### src/rtl/core/qfs_pkg.sv
// ----------------------------------------------------------------------------
// qfs_pkg
// Types and character constants shared by the quoted field splitter modules.
// ----------------------------------------------------------------------------
package qfs_pkg;

  localparam logic [7:0] CH_NUL       = 8'h00;
  localparam logic [7:0] CH_BLANK     = 8'h20;
  localparam logic [7:0] CH_TAB       = 8'h09;
  localparam logic [7:0] CH_NEWLINE   = 8'h0A;
  localparam logic [7:0] CH_QUOTE     = 8'h22;
  localparam logic [7:0] CH_BACKSLASH = 8'h5C;
  localparam logic [7:0] CH_LOWER_T   = 8'h74;
  localparam logic [7:0] CH_LOWER_N   = 8'h6E;

  localparam logic [7:0] DELIM_RESET  = 8'd44;

  localparam int unsigned CFG_ADDR_W = 3;
  localparam int unsigned CFG_DATA_W = 32;
  localparam logic [0:0] REG_DELIMITER = 1'b0;

  typedef enum logic [2:0] {
    PH_START  = 3'd0,
    PH_PLAIN  = 3'd1,
    PH_QUOTED = 3'd2,
    PH_ESCAPE = 3'd3,
    PH_CLOSED = 3'd4
  } phase_t;

  typedef enum logic [1:0] {
    KIND_BYTE    = 2'd0,
    KIND_DISCARD = 2'd1,
    KIND_END     = 2'd2
  } kind_t;

  typedef struct packed {
    logic       valid;
    kind_t      kind;
    logic [7:0] data;
    logic       last;
  } result_t;

endpackage

### src/rtl/core/quoted_field_splitter_core.sv
// ----------------------------------------------------------------------------
// quoted_field_splitter_core
// Splits a byte stream into quoted or unquoted fields, one byte per beat.
// ----------------------------------------------------------------------------
// Each input beat carries one text byte and yields zero or one output beat: a
// content byte (tuser 0), a discard of the field's bytes so far (tuser 1) or a
// field end (tuser 2, tlast set when the zero byte ended the text). A byte is
// taken into an input register, parsed by one step of the phase machine and
// its result lands in an output register. A new byte is accepted every cycle
// while the output side keeps up; a byte that produces no result never waits
// for the output register. The delimiter is written over APB at address 0
// (reset 44, a comma; zero makes bytes 1 to 0x20 separate) and should only
// change while the stream is idle.
module quoted_field_splitter_core (
  input  logic                            clk,
  input  logic                            rst_n,
  input  logic                            in_tvalid,
  output logic                            in_tready,
  input  logic [7:0]                      in_tdata,   // [7:0] in_byte
  output logic                            out_tvalid,
  input  logic                            out_tready,
  output logic [7:0]                      out_tdata,  // [7:0] out_byte
  output logic [1:0]                      out_tuser,  // [1:0] out_kind
  output logic                            out_tlast,
  input  logic                            cfg_psel,
  input  logic                            cfg_penable,
  input  logic                            cfg_pwrite,
  input  logic [qfs_pkg::CFG_ADDR_W-1:0]  cfg_paddr,
  input  logic [qfs_pkg::CFG_DATA_W-1:0]  cfg_pwdata,
  output logic [qfs_pkg::CFG_DATA_W-1:0]  cfg_prdata,
  output logic                            cfg_pready
);

  logic [7:0]       delimiter;
  logic             in_valid_r;
  logic             in_valid_nxt;
  logic [7:0]       in_byte_r;
  logic [7:0]       in_byte_nxt;
  qfs_pkg::phase_t  phase_r;
  qfs_pkg::phase_t  phase_nxt;
  qfs_pkg::phase_t  step_phase;
  qfs_pkg::result_t step_res;
  qfs_pkg::result_t out_r;
  qfs_pkg::result_t out_nxt;
  logic             out_free;
  logic             step_go;
  logic             in_fire;

  qfs_cfg_regs u_cfg (
    .clk        (clk),
    .rst_n      (rst_n),
    .cfg_psel   (cfg_psel),
    .cfg_penable(cfg_penable),
    .cfg_pwrite (cfg_pwrite),
    .cfg_paddr  (cfg_paddr),
    .cfg_pwdata (cfg_pwdata),
    .cfg_prdata (cfg_prdata),
    .cfg_pready (cfg_pready),
    .delimiter  (delimiter)
  );

  qfs_parse_step u_step (
    .phase    (phase_r),
    .in_byte  (in_byte_r),
    .delimiter(delimiter),
    .phase_nxt(step_phase),
    .result   (step_res)
  );

  assign out_free  = !out_r.valid || out_tready;
  // The held byte retires when its result, if any, has room downstream.
  assign step_go   = in_valid_r && (out_free || !step_res.valid);
  assign in_tready = !in_valid_r || step_go;
  assign in_fire   = in_tvalid && in_tready;

  always_comb begin
    in_valid_nxt = in_valid_r;
    in_byte_nxt  = in_byte_r;
    phase_nxt    = phase_r;
    out_nxt      = out_r;
    if (out_r.valid && out_tready) begin
      out_nxt.valid = 1'b0;
    end
    if (step_go) begin
      phase_nxt    = step_phase;
      in_valid_nxt = 1'b0;
      if (step_res.valid) begin
        out_nxt = step_res;
      end
    end
    if (in_fire) begin
      in_valid_nxt = 1'b1;
      in_byte_nxt  = in_tdata;
    end
  end

  always_ff @(posedge clk) begin
    if (!rst_n) begin
      in_valid_r <= 1'b0;
      phase_r    <= qfs_pkg::PH_START;
      out_r      <= '0;
    end else begin
      in_valid_r <= in_valid_nxt;
      phase_r    <= phase_nxt;
      out_r      <= out_nxt;
    end
  end

  always_ff @(posedge clk) begin
    in_byte_r <= in_byte_nxt;
  end

  assign out_tvalid = out_r.valid;
  assign out_tdata  = out_r.data;
  assign out_tuser  = out_r.kind;
  assign out_tlast  = out_r.last;

endmodule

### src/rtl/core/qfs_cfg_regs.sv
// ----------------------------------------------------------------------------
// qfs_cfg_regs
// APB register file holding the delimiter byte.
// ----------------------------------------------------------------------------
module qfs_cfg_regs (
  input  logic                            clk,
  input  logic                            rst_n,
  input  logic                            cfg_psel,
  input  logic                            cfg_penable,
  input  logic                            cfg_pwrite,
  input  logic [qfs_pkg::CFG_ADDR_W-1:0]  cfg_paddr,
  input  logic [qfs_pkg::CFG_DATA_W-1:0]  cfg_pwdata,
  output logic [qfs_pkg::CFG_DATA_W-1:0]  cfg_prdata,
  output logic                            cfg_pready,
  output logic [7:0]                      delimiter
);

  logic [7:0] delim_r;
  logic [7:0] delim_nxt;
  logic       sel_delim;

  assign cfg_pready = 1'b1;
  assign sel_delim  = (cfg_paddr[qfs_pkg::CFG_ADDR_W-1] == qfs_pkg::REG_DELIMITER);

  always_comb begin
    delim_nxt = delim_r;
    if (cfg_psel && cfg_penable && cfg_pwrite && cfg_pready && sel_delim) begin
      delim_nxt = cfg_pwdata[7:0];
    end
  end

  always_ff @(posedge clk) begin
    if (!rst_n) begin
      delim_r <= qfs_pkg::DELIM_RESET;
    end else begin
      delim_r <= delim_nxt;
    end
  end

  always_comb begin
    cfg_prdata = '0;
    if (sel_delim) begin
      cfg_prdata = {{(qfs_pkg::CFG_DATA_W-8){1'b0}}, delim_r};
    end
  end

  assign delimiter = delim_r;

endmodule

### src/rtl/core/qfs_parse_step.sv
// ----------------------------------------------------------------------------
// qfs_parse_step
// Combinational parser step: next phase and the result caused by one byte.
// ----------------------------------------------------------------------------
module qfs_parse_step (
  input  qfs_pkg::phase_t  phase,
  input  logic [7:0]       in_byte,
  input  logic [7:0]       delimiter,
  output qfs_pkg::phase_t  phase_nxt,
  output qfs_pkg::result_t result
);

  logic is_nul;
  logic is_quote;
  logic is_bslash;
  logic is_blank;
  logic is_sep;

  assign is_nul    = (in_byte == qfs_pkg::CH_NUL);
  assign is_quote  = (in_byte == qfs_pkg::CH_QUOTE);
  assign is_bslash = (in_byte == qfs_pkg::CH_BACKSLASH);
  assign is_blank  = (in_byte <= qfs_pkg::CH_BLANK);
  assign is_sep    = is_nul || (in_byte == delimiter) ||
                     ((delimiter == qfs_pkg::CH_NUL) && is_blank);

  // Next phase.
  always_comb begin
    phase_nxt = phase;
    case (phase)
      qfs_pkg::PH_QUOTED: begin
        if (is_nul) begin
          phase_nxt = qfs_pkg::PH_START;
        end else if (is_quote) begin
          phase_nxt = (delimiter == qfs_pkg::CH_QUOTE) ? qfs_pkg::PH_START
                                                       : qfs_pkg::PH_CLOSED;
        end else if (is_bslash) begin
          phase_nxt = qfs_pkg::PH_ESCAPE;
        end
      end
      qfs_pkg::PH_ESCAPE: begin
        phase_nxt = is_nul ? qfs_pkg::PH_START : qfs_pkg::PH_QUOTED;
      end
      qfs_pkg::PH_CLOSED: begin
        if (is_sep) begin
          phase_nxt = qfs_pkg::PH_START;
        end
      end
      qfs_pkg::PH_PLAIN: begin
        if (is_quote) begin
          phase_nxt = qfs_pkg::PH_QUOTED;
        end else if (is_sep) begin
          phase_nxt = qfs_pkg::PH_START;
        end
      end
      default: begin
        // Field start; unused codes behave the same way.
        if (is_quote) begin
          phase_nxt = qfs_pkg::PH_QUOTED;
        end else if (is_sep || is_blank) begin
          phase_nxt = qfs_pkg::PH_START;
        end else begin
          phase_nxt = qfs_pkg::PH_PLAIN;
        end
      end
    endcase
  end

  // Result of this byte.
  always_comb begin
    result       = '0;
    result.kind  = qfs_pkg::KIND_BYTE;
    case (phase)
      qfs_pkg::PH_QUOTED: begin
        if (is_nul || (is_quote && (delimiter == qfs_pkg::CH_QUOTE))) begin
          result.valid = 1'b1;
          result.kind  = qfs_pkg::KIND_END;
          result.last  = is_nul;
        end else if (!is_quote && !is_bslash) begin
          result.valid = 1'b1;
          result.data  = in_byte;
        end
      end
      qfs_pkg::PH_ESCAPE: begin
        result.valid = 1'b1;
        if (is_nul) begin
          result.kind = qfs_pkg::KIND_END;
          result.last = 1'b1;
        end else if (in_byte == qfs_pkg::CH_LOWER_T) begin
          result.data = qfs_pkg::CH_TAB;
        end else if (in_byte == qfs_pkg::CH_LOWER_N) begin
          result.data = qfs_pkg::CH_NEWLINE;
        end else begin
          result.data = in_byte;
        end
      end
      qfs_pkg::PH_CLOSED: begin
        if (is_sep) begin
          result.valid = 1'b1;
          result.kind  = qfs_pkg::KIND_END;
          result.last  = is_nul;
        end
      end
      qfs_pkg::PH_PLAIN: begin
        result.valid = 1'b1;
        if (is_quote) begin
          result.kind = qfs_pkg::KIND_DISCARD;
        end else if (is_sep) begin
          result.kind = qfs_pkg::KIND_END;
          result.last = is_nul;
        end else begin
          result.data = in_byte;
        end
      end
      default: begin
        if (is_quote) begin
          result.valid = 1'b0;
        end else if (is_sep) begin
          result.valid = 1'b1;
          result.kind  = qfs_pkg::KIND_END;
          result.last  = is_nul;
        end else if (!is_blank) begin
          result.valid = 1'b1;
          result.data  = in_byte;
        end
      end
    endcase
  end

endmodule
### config.mk
export PLATFORM = sky130hd
export DESIGN_NAME = quoted_field_splitter_core
export DESIGN_NICKNAME = d
export VERILOG_FILES = /design/src/rtl/core/qfs_pkg.sv /design/src/rtl/core/quoted_field_splitter_core.sv /design/src/rtl/core/qfs_cfg_regs.sv /design/src/rtl/core/qfs_parse_step.sv
export SDC_FILE = /design/constraint.sdc
export NUM_CORES = 1
export LEC_CHECK = 0
export ABC_AREA = 1
export BUFFER_PORTS_ARGS = -buffer_cell sky130_fd_sc_hd__buf_4
export CAP_MARGIN = 20
export CORE_ASPECT_RATIO = 2
export CORE_MARGIN = 3
export CORE_UTILIZATION = 47
export DETAILED_ROUTE_END_ITERATION = 7
export HOLD_SLACK_MARGIN = 0.15
export PLACE_DENSITY = 0.81
export SLEW_MARGIN = 20
export SYNTH_ARGS = -nofsm -noshare
export SYNTH_HDL_FRONTEND = slang
export SYNTH_SLANG_ARGS = --single-unit
export TNS_END_PERCENT = 5
### constraint.sdc
create_clock -name clk -period 2.4 [get_ports clk]
set_input_delay 0.48 -clock clk [delete_from_list [all_inputs] [get_ports clk]]
set_output_delay 0.48 -clock clk [all_outputs]
set_load 0.01 [all_outputs]
==> flow_metrics.env, run 1 <==
export IMPL_status="finished clean"
export IMPL_design_area_um2=2590
export IMPL_crit_top_cell="nand2_2"
export IMPL_drcViolationCount=0
export IMPL_postCtsHoldBufs=0
export IMPL_synth_area_leaders="dfxtp_1 (24%), nand2_1 (12%), edfxtp_1 (12%)"
export IMPL_ant_nets=0
export IMPL_mostFrequentLayoutCell="nand2_1"
export IMPL_path_class="flip-flop to output pin"
export IMPL_grt_pass1_vias=1798
export IMPL_routabilityCongestion=0.912
export IMPL_clockRootBuffer="clkbuf_8"
export IMPL_io_pins=96
export IMPL_r2r_slack_ns=0.24
export IMPL_nets=399
export IMPL_drt_iter0_drc=25
export IMPL_power_density_nw_per_um2=556
export IMPL_path_cells="nor2_2 -> nand2_2 -> o21ai_4 -> nand2_2 -> nand4_1 -> nand2_1 -> nand2_2 -> nand3_2 -> buf_6"
export IMPL_cpPeakStageDelay_ns=0.47
export IMPL_fin_cells=402
export IMPL_dpl_cell_count=381
export IMPL_endpoint_kind="output pin"
export IMPL_path_clk_slew_ns=0.06
export IMPL_clockBufferDepth=2
export IMPL_yosys_area_top_type="dfxtp_1"
export IMPL_finalPower_w=0.00144
export IMPL_place_ws_ns=0.252
export IMPL_max_cap_violations=0
export IMPL_via_per_inst=4.95
export IMPL_yosys_warnings=0
export IMPL_synth_seq_area_share_pct=35.4
export IMPL_finalHoldViolations=0
export IMPL_dpl_hpwl_um=3720
export IMPL_fin_ws_ns=0.0248
export IMPL_diodes=0
export IMPL_fin_skew_ns=0.00684
export IMPL_initial_core_util_pct=49.2
export IMPL_grt_max_degree=17
export IMPL_syn_area_per_cell_um2=6.99
export IMPL_utilization_pct=62.7
export IMPL_die_area_um2=5200
export IMPL_synthAdderAreaFrac_pct=0
export IMPL_synth_cells=291
export IMPL_placed_area_um2=2300
export IMPL_drv_slew=0
export IMPL_fin_crit_ns=2.38
export IMPL_critPathArrivalTime_ns=1.90
export IMPL_cts_max_level=2
export IMPL_totalWireLength_um=4930
export IMPL_met2_usage_pct=34.5
export IMPL_gr_usage_met1_pct=17.6
export IMPL_max_freq_mhz=421
export IMPL_cp_top_family="simple AND/OR/NAND/NOR gates"
export IMPL_yosys_area_share_xor_xnor_pct=1.29
export IMPL_synth_area_um2=2030
export IMPL_grt_pass1_wl_um=7460
export IMPL_ys_ff_latch=32
export IMPL_critPathBufInv=1
export IMPL_min_period_over_period_pct=99.0
export IMPL_synth_top_family_by_area="simple AND/OR/NAND/NOR gates"
export IMPL_placeableCoreArea_um2=4130
export IMPL_synthToLayoutAreaGrowth_pct=27.3
export IMPL_crit_slowest_cell="edfxtp_1"
export IMPL_p_leak_nw=1.22
export IMPL_required_ns=1.92
export IMPL_grt_ovfl_total=0
export IMPL_die_w_um=52.5
export IMPL_io_buffers=44
export IMPL_synthSimpleGateAreaFrac_pct=33.1
export IMPL_firstDrtPassIters=4
export IMPL_cts_tree="yes"
export IMPL_grtUsageMet3_pct=3.48
export IMPL_final_cell_mix="nand2_1 (56), buf_4 (54), nor2_1 (37)"
export IMPL_cts_num_sinks=32
export IMPL_vias=1988
export IMPL_worstMarginPinSlew_ns=0.581
export IMPL_start_kind="flip-flop"
export IMPL_synth_top_cell_area_share_pct=23.6
export IMPL_synthMuxAreaShare_pct=0
export IMPL_rsz0062_at_grt="true"
export IMPL_antenna_found_initial=0
export IMPL_drive_above_1_share_pct=32.3
export IMPL_die_h_um=99.0
export IMPL_busiest_layer="met2"
export IMPL_min_delay_path_class="input port to flip-flop"
export IMPL_insertion_delay_ns=0.28
export IMPL_worstPathMaxFanout=4
export IMPL_grt_usage_pct=19.2
export IMPL_slew_headroom_pct=61.0
export IMPL_ys_types=37
export IMPL_wl_per_cell_um=12.3
export IMPL_setup_viol=0
export IMPL_rows=33
export IMPL_cts_buffers=5
export IMPL_synth_compound_area_share_pct=12.2
export IMPL_ir_drop_mv=0.637
==> worst reg2reg max path, delay by kind of cell (launching register included) <==
kind,cells,cell delay (ns)
DFF,1,0.47
AOI/OAI and AO/OA,2,0.25
buffers and inverters,4,0.43
and+or+nand+nor,9,0.91
==> logic make-up after synthesis <==
| group | count (synthesis) |
|---|---|
| compound gates | 43 |
| xor+xnor | 3 |
| buf+inv | 67 |
| flops | 32 |
| other cells | 2 |
| simple gates | 144 |
==> report_power, final <==
part | switching (W) | internal [W] | total [W]
clock | 0.000193 | 0.000308 | 0.000501
combinational | 0.000191 | 0.000130 | 0.000321
sequential | 0.0000318 | 0.000586 | 0.000618
total | 0.000416 | 0.00102 | 0.00144
==> final cells by class <==
class / instances / area [µm²]
clock buffers: 6 / 72.6
clock inverters: 2 / 35.0
fillers: 396 / 1540
inverters: 38 / 144
multi-input cells: 215 / 1110
flip-flops and latches: 32 / 721
well taps: 52 / 65.1
repair buffers: 57 / 439
==> through the flow <==
step | hold WS [ns] | TNS (ns)
global placement | 0.460 | 0
detailed placement | 0.469 | 0
finish | 0.373 | 0
global route | 0.363 | -0.0789
CTS | 0.367 | 0
floorplan | 0.469 | 0
==> sequential cells by signal, summed over array words and instances, names as in the netlist <==
name and flops:
out_tdata 8, in_valid_r 1, out_tuser 2, u_cfg.delimiter 8, out_tvalid 1, out_tlast 1, in_byte_r 8, phase_r 3
==> metal layers <==
metal / routed length [µm] / part of all wire [%]
met2: 2700 / 55
met5: 0 / 0
met1: 1630 / 33
met3: 256 / 5.2
met4: 340 / 6.9
==> cell usage after synthesis <==
cell type,instances
o21ai_1,2
nor3_4,1
nor3_2,2
a21oi_1,23
a21oi_2,2
a211oi_1,1
nand3_1,8
buf_8,1
nand3_2,3
inv_2,5
o21ai_0,6
nor4_1,1
o21ai_2,1
clkinv_1,3
a22oi_1,1
clkbuf_1,3
clkinv_2,1
a31oi_1,1
o21bai_1,1
nand2_2,11
edfxtp_1,8
nor2_1,40
dfxtp_1,24
nand4_1,2
nand3_4,1
a21boi_0,1
buf_4,25
xnor2_1,3
nor2_4,2
and3_1,1
nor3_1,2
o211ai_1,3
inv_1,29
nand2_1,66
o31ai_1,1
nor2_2,4
conb_1,2
==> path summary, 6_finish.rpt <==
check,start,end,depth (start not counted)
hold reg to reg,out_tlast$_SDFFE_PN0P_,out_tlast$_SDFFE_PN0P_,2
setup reg to reg,in_byte_r[6]$_DFFE_PP_,out_tdata[0]$_SDFFE_PN0P_,15
hold / removal,in_tdata[5],in_byte_r[5]$_DFFE_PP_,1
setup / recovery,in_byte_r[6]$_DFFE_PP_,in_tready,9
==> what timing repair did <==
action,in CTS,in global routing
cloned,0,0
pin swaps,1,15
endpoints found under the setup margin,1,1
resized for setup,1,21
buffers inserted,5,8
Power figures use the tool's default switching activity.
==> inputs of run 2 (changes only) <==
Settings changed: CORE_UTILIZATION 47 to 42, PLACE_DENSITY 0.81 to 0.76.
Clock period 2.4 ns to 1.95 ns, I/O delays scaled along.
==> run 2 against run 1 <==
Compared with the run above:
- the flow now finishes with violations (negative setup slack)
- sequential power is 22% higher
- largest power group unchanged
- flip-flop and latch count unchanged
- critical endpoint unchanged
- global-route usage down 1.9 points
==> flow_metrics.env, run 2 (synthesis results as in run 1) <==
export IMPL_status="finished, violations left"
export IMPL_failed_checks="negative setup slack"
export IMPL_drive_above_1_share_pct=35.4
export IMPL_fin_ws_ns=-0.234
export IMPL_cp_top_family="simple AND/OR/NAND/NOR gates"
export IMPL_critPathBufInv=3
export IMPL_final_cell_mix="buf_4 (78), nand2_1 (61), nor2_1 (37)"
export IMPL_die_w_um=55.2
export IMPL_ir_drop_mv=0.531
export IMPL_io_buffers=44
export IMPL_hold_start="in_tdata[5]"
export IMPL_cpPeakStageDelay_ns=0.47
export IMPL_ant_nets=0
export IMPL_multi_input_area_um2=1090
export IMPL_die_h_um=104
export IMPL_grt_max_degree=17
export IMPL_cts_buffers=5
export IMPL_clockRootBuffer="clkbuf_8"
export IMPL_insertion_delay_ns=0.29
export IMPL_grt_ovfl_total=0
export IMPL_via_per_inst=4.67
export IMPL_path_clk_slew_ns=0.07
export IMPL_r2r_slack_ns=-0.13
export IMPL_cts_tree="yes"
export IMPL_design_area_um2=2740
export IMPL_fillers=452
export IMPL_fin_skew_ns=0.00572
export IMPL_path_class="flip-flop to output pin"
export IMPL_synthToLayoutAreaGrowth_pct=34.8
export IMPL_drt_iter0_drc=30
export IMPL_postCtsHoldBufs=0
export IMPL_utilization_pct=59.0
export IMPL_firstDrtPassIters=4
export IMPL_nets=422
export IMPL_start_kind="flip-flop"
export IMPL_antenna_found_initial=0
export IMPL_grt_pass1_wl_um=8000
export IMPL_rows=35
export IMPL_p_leak_nw=1.31
export IMPL_drcViolationCount=0
export IMPL_finalHoldViolations=0
export IMPL_worstHoldPathCells=1
export IMPL_crit_top_cell="nand2_2"
export IMPL_power_density_nw_per_um2=628
export IMPL_min_period_over_period_pct=112
export IMPL_required_ns=1.56
export IMPL_max_cap_violations=0
export IMPL_cts_max_level=2
export IMPL_diodes=0
export IMPL_drv_slew=0
export IMPL_grt_pass1_vias=1911
export IMPL_r2r_end="out_tdata[0]$_SDFFE_PN0P_"
export IMPL_placed_area_um2=2470
export IMPL_initial_core_util_pct=43.8
export IMPL_placeableCoreArea_um2=4640
export IMPL_io_pins=96
export IMPL_die_area_um2=5760
export IMPL_grt_usage_pct=17.4
export IMPL_vias=1998
export IMPL_timing_hold_ws_ns=0.278
export IMPL_routabilityCongestion=0.949
export IMPL_mostFrequentLayoutCell="buf_4"
export IMPL_rsz0062_at_grt="true"
export IMPL_critPathArrivalTime_ns=1.79
export IMPL_path_cells="nor2_2 -> nand2_2 -> clkinv_2 -> nand2_2 -> nand3_2 -> nand2_2 -> inv_2 -> nand2_2 -> a21oi_2 -> nand2_2 -> nand3_2 -> buf_6"
export IMPL_totalWireLength_um=4930
export IMPL_dpl_hpwl_um=3810
export IMPL_worstPathMaxFanout=3
export IMPL_fin_crit_ns=2.18
export IMPL_min_to="in_byte_r[5]$_DFFE_PP_"
export IMPL_regArea_um2=721
export IMPL_min_delay_path_class="input port to flip-flop"
export IMPL_place_ws_ns=-0.175
export IMPL_endpoint_kind="output pin"
export IMPL_crit_slowest_cell="edfxtp_1"
export IMPL_clockBufferDepth=2
export IMPL_wl_per_cell_um=11.5
export IMPL_max_freq_mhz=458
export IMPL_r2r_cells=14
export IMPL_setup_viol=22
export IMPL_cts_num_sinks=32
export IMPL_r2r_start="in_byte_r[7]$_DFFE_PP_"
run 2: worst max path at each step:
stage	startpoint	depth (start not counted)	slack, ns	endpoint
floorplan	in_byte_r[3]$_DFFE_PP_	13	0.02	in_byte_r[0]$_DFFE_PP_
global placement	in_byte_r[7]$_DFFE_PP_	13	-0.13	in_byte_r[0]$_DFFE_PP_
detailed placement	in_byte_r[7]$_DFFE_PP_	13	-0.18	in_byte_r[5]$_DFFE_PP_
CTS	in_byte_r[6]$_DFFE_PP_	12	-0.24	in_tready
global route	in_byte_r[1]$_DFFE_PP_	11	-0.37	in_tready
finish	in_byte_r[7]$_DFFE_PP_	12	-0.23	in_tready
run 2: layer usage:
metal  vias to the layer above  wire, µm  GRT usage [%]
met4                         0       190           10.4
met1                       887      1650           15.1
met3                        17       268           3.60
met2                        65      2830           34.1
li1                       1029         -              -
met5                         -         0              0
run 2: repair_timing:
item / CTS / global route
resized for setup: 21 / 1
gates cloned: 0 / 0
pin swaps: 17 / 4
buffers inserted: 11 / 3
setup endpoints to repair: 18 / 24
run 2: layout make-up:
type / count / share of cell area, %
tap: 55 / 2.51
inverter: 38 / 5.62
sequential: 32 / 26.3
multi-input combinational: 215 / 40.0
clock inverter: 1 / 0.274
timing repair buffer: 80 / 22.2
clock buffer: 7 / 3.15
run 2: worst register-to-register path: cells and delay by family, from the launching register on:
kind	cells	cell delay, ns
compound gates	1	0.22
simple gates	8	0.78
buf+inv	5	0.59
flops	1	0.44
run 2: stage by stage:
stage	total power, W	TNS (ns)	instances
floorplan	0.00104	0	314
global placement	0.00115	-1.37	406
detailed placement	0.00116	-1.90	406
CTS	0.00172	-0.899	425
global route	0.00181	-5.02	428
finish	0.00172	-1.68	428
run 2: power by group:
group	leakage, nW	internal (W)	switching (W)	total (W)
logic	0.990	0.000189	0.000239	0.000428
clock network	0.0445	0.000286	0.000249	0.000535
registers	0.274	0.000721	0.0000357	0.000757
total	1.31	0.00120	0.000523	0.00172
==> inputs of run 3 (changes only) <==
Clock period 1.95 ns to 1.8 ns, I/O delays scaled along.
==> run 3 against run 2 <==
Compared with the run above:
- the run still ends with negative setup slack left
- core utilization up 0.27 points
- routed wire length grew 2.2%
- register-to-register slack worse by 0.15 ns
- count of clock-buffer cells in the layout unchanged
- final area is 0.46% higher
- via count is 2.8% higher
- global-route usage is 0.20 points lower
- clock power up 6.4%
- total power is 8.1% higher
- combinational power rose by 9.8%
- clock skew decreased by 0.0031 ns
==> flow_metrics.env, run 3 (synthesis results as in run 1) <==
export IMPL_routabilityCongestion=0.947
export IMPL_path_cells="nor2_2 -> nand2_1 -> nor2_1 -> nand2_2 -> nand2_1 -> nand2_1 -> nand2_2 -> a21oi_2 -> nand2_2 -> nand3_2 -> buf_6"
export IMPL_die_w_um=55.2
export IMPL_place_ws_ns=-0.222
export IMPL_r2r_start="in_byte_r[7]$_DFFE_PP_"
export IMPL_insertion_delay_ns=0.28
export IMPL_antenna_found_initial=0
export IMPL_p_leak_nw=1.31
export IMPL_grt_usage_pct=17.2
export IMPL_grt_ovfl_total=0
export IMPL_hold_start="in_tdata[3]"
export IMPL_postCtsHoldBufs=0
export IMPL_min_period_over_period_pct=122
export IMPL_placeableCoreArea_um2=4640
export IMPL_finalPower_w=0.00186
export IMPL_start_kind="flip-flop"
export IMPL_required_ns=1.44
export IMPL_cts_tree="yes"
export IMPL_worstPathMaxFanout=4
export IMPL_cts_buffers=5
export IMPL_drt_iter0_drc=71
export IMPL_fin_crit_ns=2.20
export IMPL_max_cap_violations=0
export IMPL_startpoint="in_byte_r[7]$_DFFE_PP_"
export IMPL_failed_checks="negative setup slack"
export IMPL_ant_nets=0
export IMPL_diodes=0
export IMPL_setup_viol=25
export IMPL_drv_slew=0
export IMPL_io_buffers=44
export IMPL_vias=2053
export IMPL_final_cell_mix="buf_4 (78), nand2_1 (62), nor2_1 (38)"
export IMPL_path_class="flip-flop to output pin"
export IMPL_dpl_cell_count=409
export IMPL_clockRootBuffer="clkbuf_8"
export IMPL_min_delay_path_class="input port to flip-flop"
export IMPL_io_pins=96
export IMPL_nets=423
export IMPL_critPathArrivalTime_ns=1.84
export IMPL_max_freq_mhz=455
export IMPL_die_area_um2=5760
export IMPL_cts_max_level=2
export IMPL_dpl_hpwl_um=3840
export IMPL_synthToLayoutAreaGrowth_pct=35.4
export IMPL_cpPeakStageDelay_ns=0.47
export IMPL_grt_pass1_vias=1942
export IMPL_drive_above_1_share_pct=35.8
export IMPL_power_density_nw_per_um2=675
export IMPL_cts_num_sinks=32
export IMPL_setup_tns_ns=-6.01
export IMPL_path_clk_slew_ns=0.07
export IMPL_mostFrequentLayoutCell="buf_4"
export IMPL_clockBufferDepth=2
export IMPL_fin_cells=429
export IMPL_finalHoldViolations=0
export IMPL_ir_drop_mv=0.556
export IMPL_wl_per_cell_um=11.7
export IMPL_via_per_inst=4.79
export IMPL_rsz0062_at_grt="true"
export IMPL_grt_pass1_wl_um=8050
export IMPL_drcViolationCount=0
export IMPL_crit_slowest_cell="edfxtp_1"
export IMPL_endpoint_kind="output pin"
export IMPL_fin_ws_ns=-0.397
export IMPL_fin_skew_ns=0.00258
export IMPL_totalWireLength_um=5040
export IMPL_rows=35
export IMPL_grt_max_degree=17
export IMPL_initial_core_util_pct=43.8
export IMPL_status="finished, violations left"
export IMPL_die_h_um=104
export IMPL_firstDrtPassIters=4
## run 3: path summary, 6_finish.rpt
check	cells past startpoint	slack (ns)	to
max	11	-0.40	in_tready
min reg2reg	2	0.47	out_tdata[5]$_SDFFE_PN0P_
min	1	0.25	in_byte_r[3]$_DFFE_PP_
max reg2reg	15	-0.28	out_tuser[1]$_SDFFE_PN0P_
## run 3: routing by layer
layer	part of all wire, %	global-route usage (%)	routed length (µm)	up-vias
met1	33	15.2	1660	936
met3	5.0	2.98	252	19
met2	58	33.3	2920	66
li1	-	-	-	1032
met4	4.1	11.3	208	0
met5	0	0	0	-
## run 3: cell type report
type | count | area (µm²)
clock inverter | 1 | 7.51
fill | 451 | 1890
timing repair buffer | 81 | 619
inverter | 38 | 155
sequential | 32 | 721
multi-input combinational | 215 | 1090
clock buffer | 7 | 86.3
tap | 55 | 68.8
## run 3: metrics by stage
stage | util, % | cell area, µm² | hold WS, ns
detailed placement | 53.8 | 2500 | 0.467
global route | 59.3 | 2750 | 0.242
floorplan | - | 2120 | 0.459
finish | 59.3 | 2750 | 0.249
CTS | 57.8 | 2690 | 0.246
global placement | 53.8 | 2500 | 0.461
## run 3: report_power, final
group	total [W]	internal [W]	switching, W
combinational	0.000470	0.000208	0.000262
clock	0.000569	0.000310	0.000259
sequential	0.000820	0.000781	0.0000388
total	0.00186	0.00130	0.000560
## run 3: critical path: cells and delay by family (launching register included)
| family | cells | cell delay (ns) |
|---|---|---|
| flip-flops | 1 | 0.47 |
| buffers and inverters | 1 | 0.13 |
| AO/OA/AOI/OAI | 1 | 0.04 |
| AND/OR/NAND/NOR | 9 | 0.90 |
## run 3: what timing repair did
| item | CTS | global route |
|---|---|---|
| pin swaps | 11 | 7 |
| endpoints found under the hold margin | 0 | 0 |
| cloned | 0 | 0 |
| setup buffers | 8 | 4 |
| resized for setup | 11 | 9 |
| endpoints found under the setup margin | 25 | 25 |
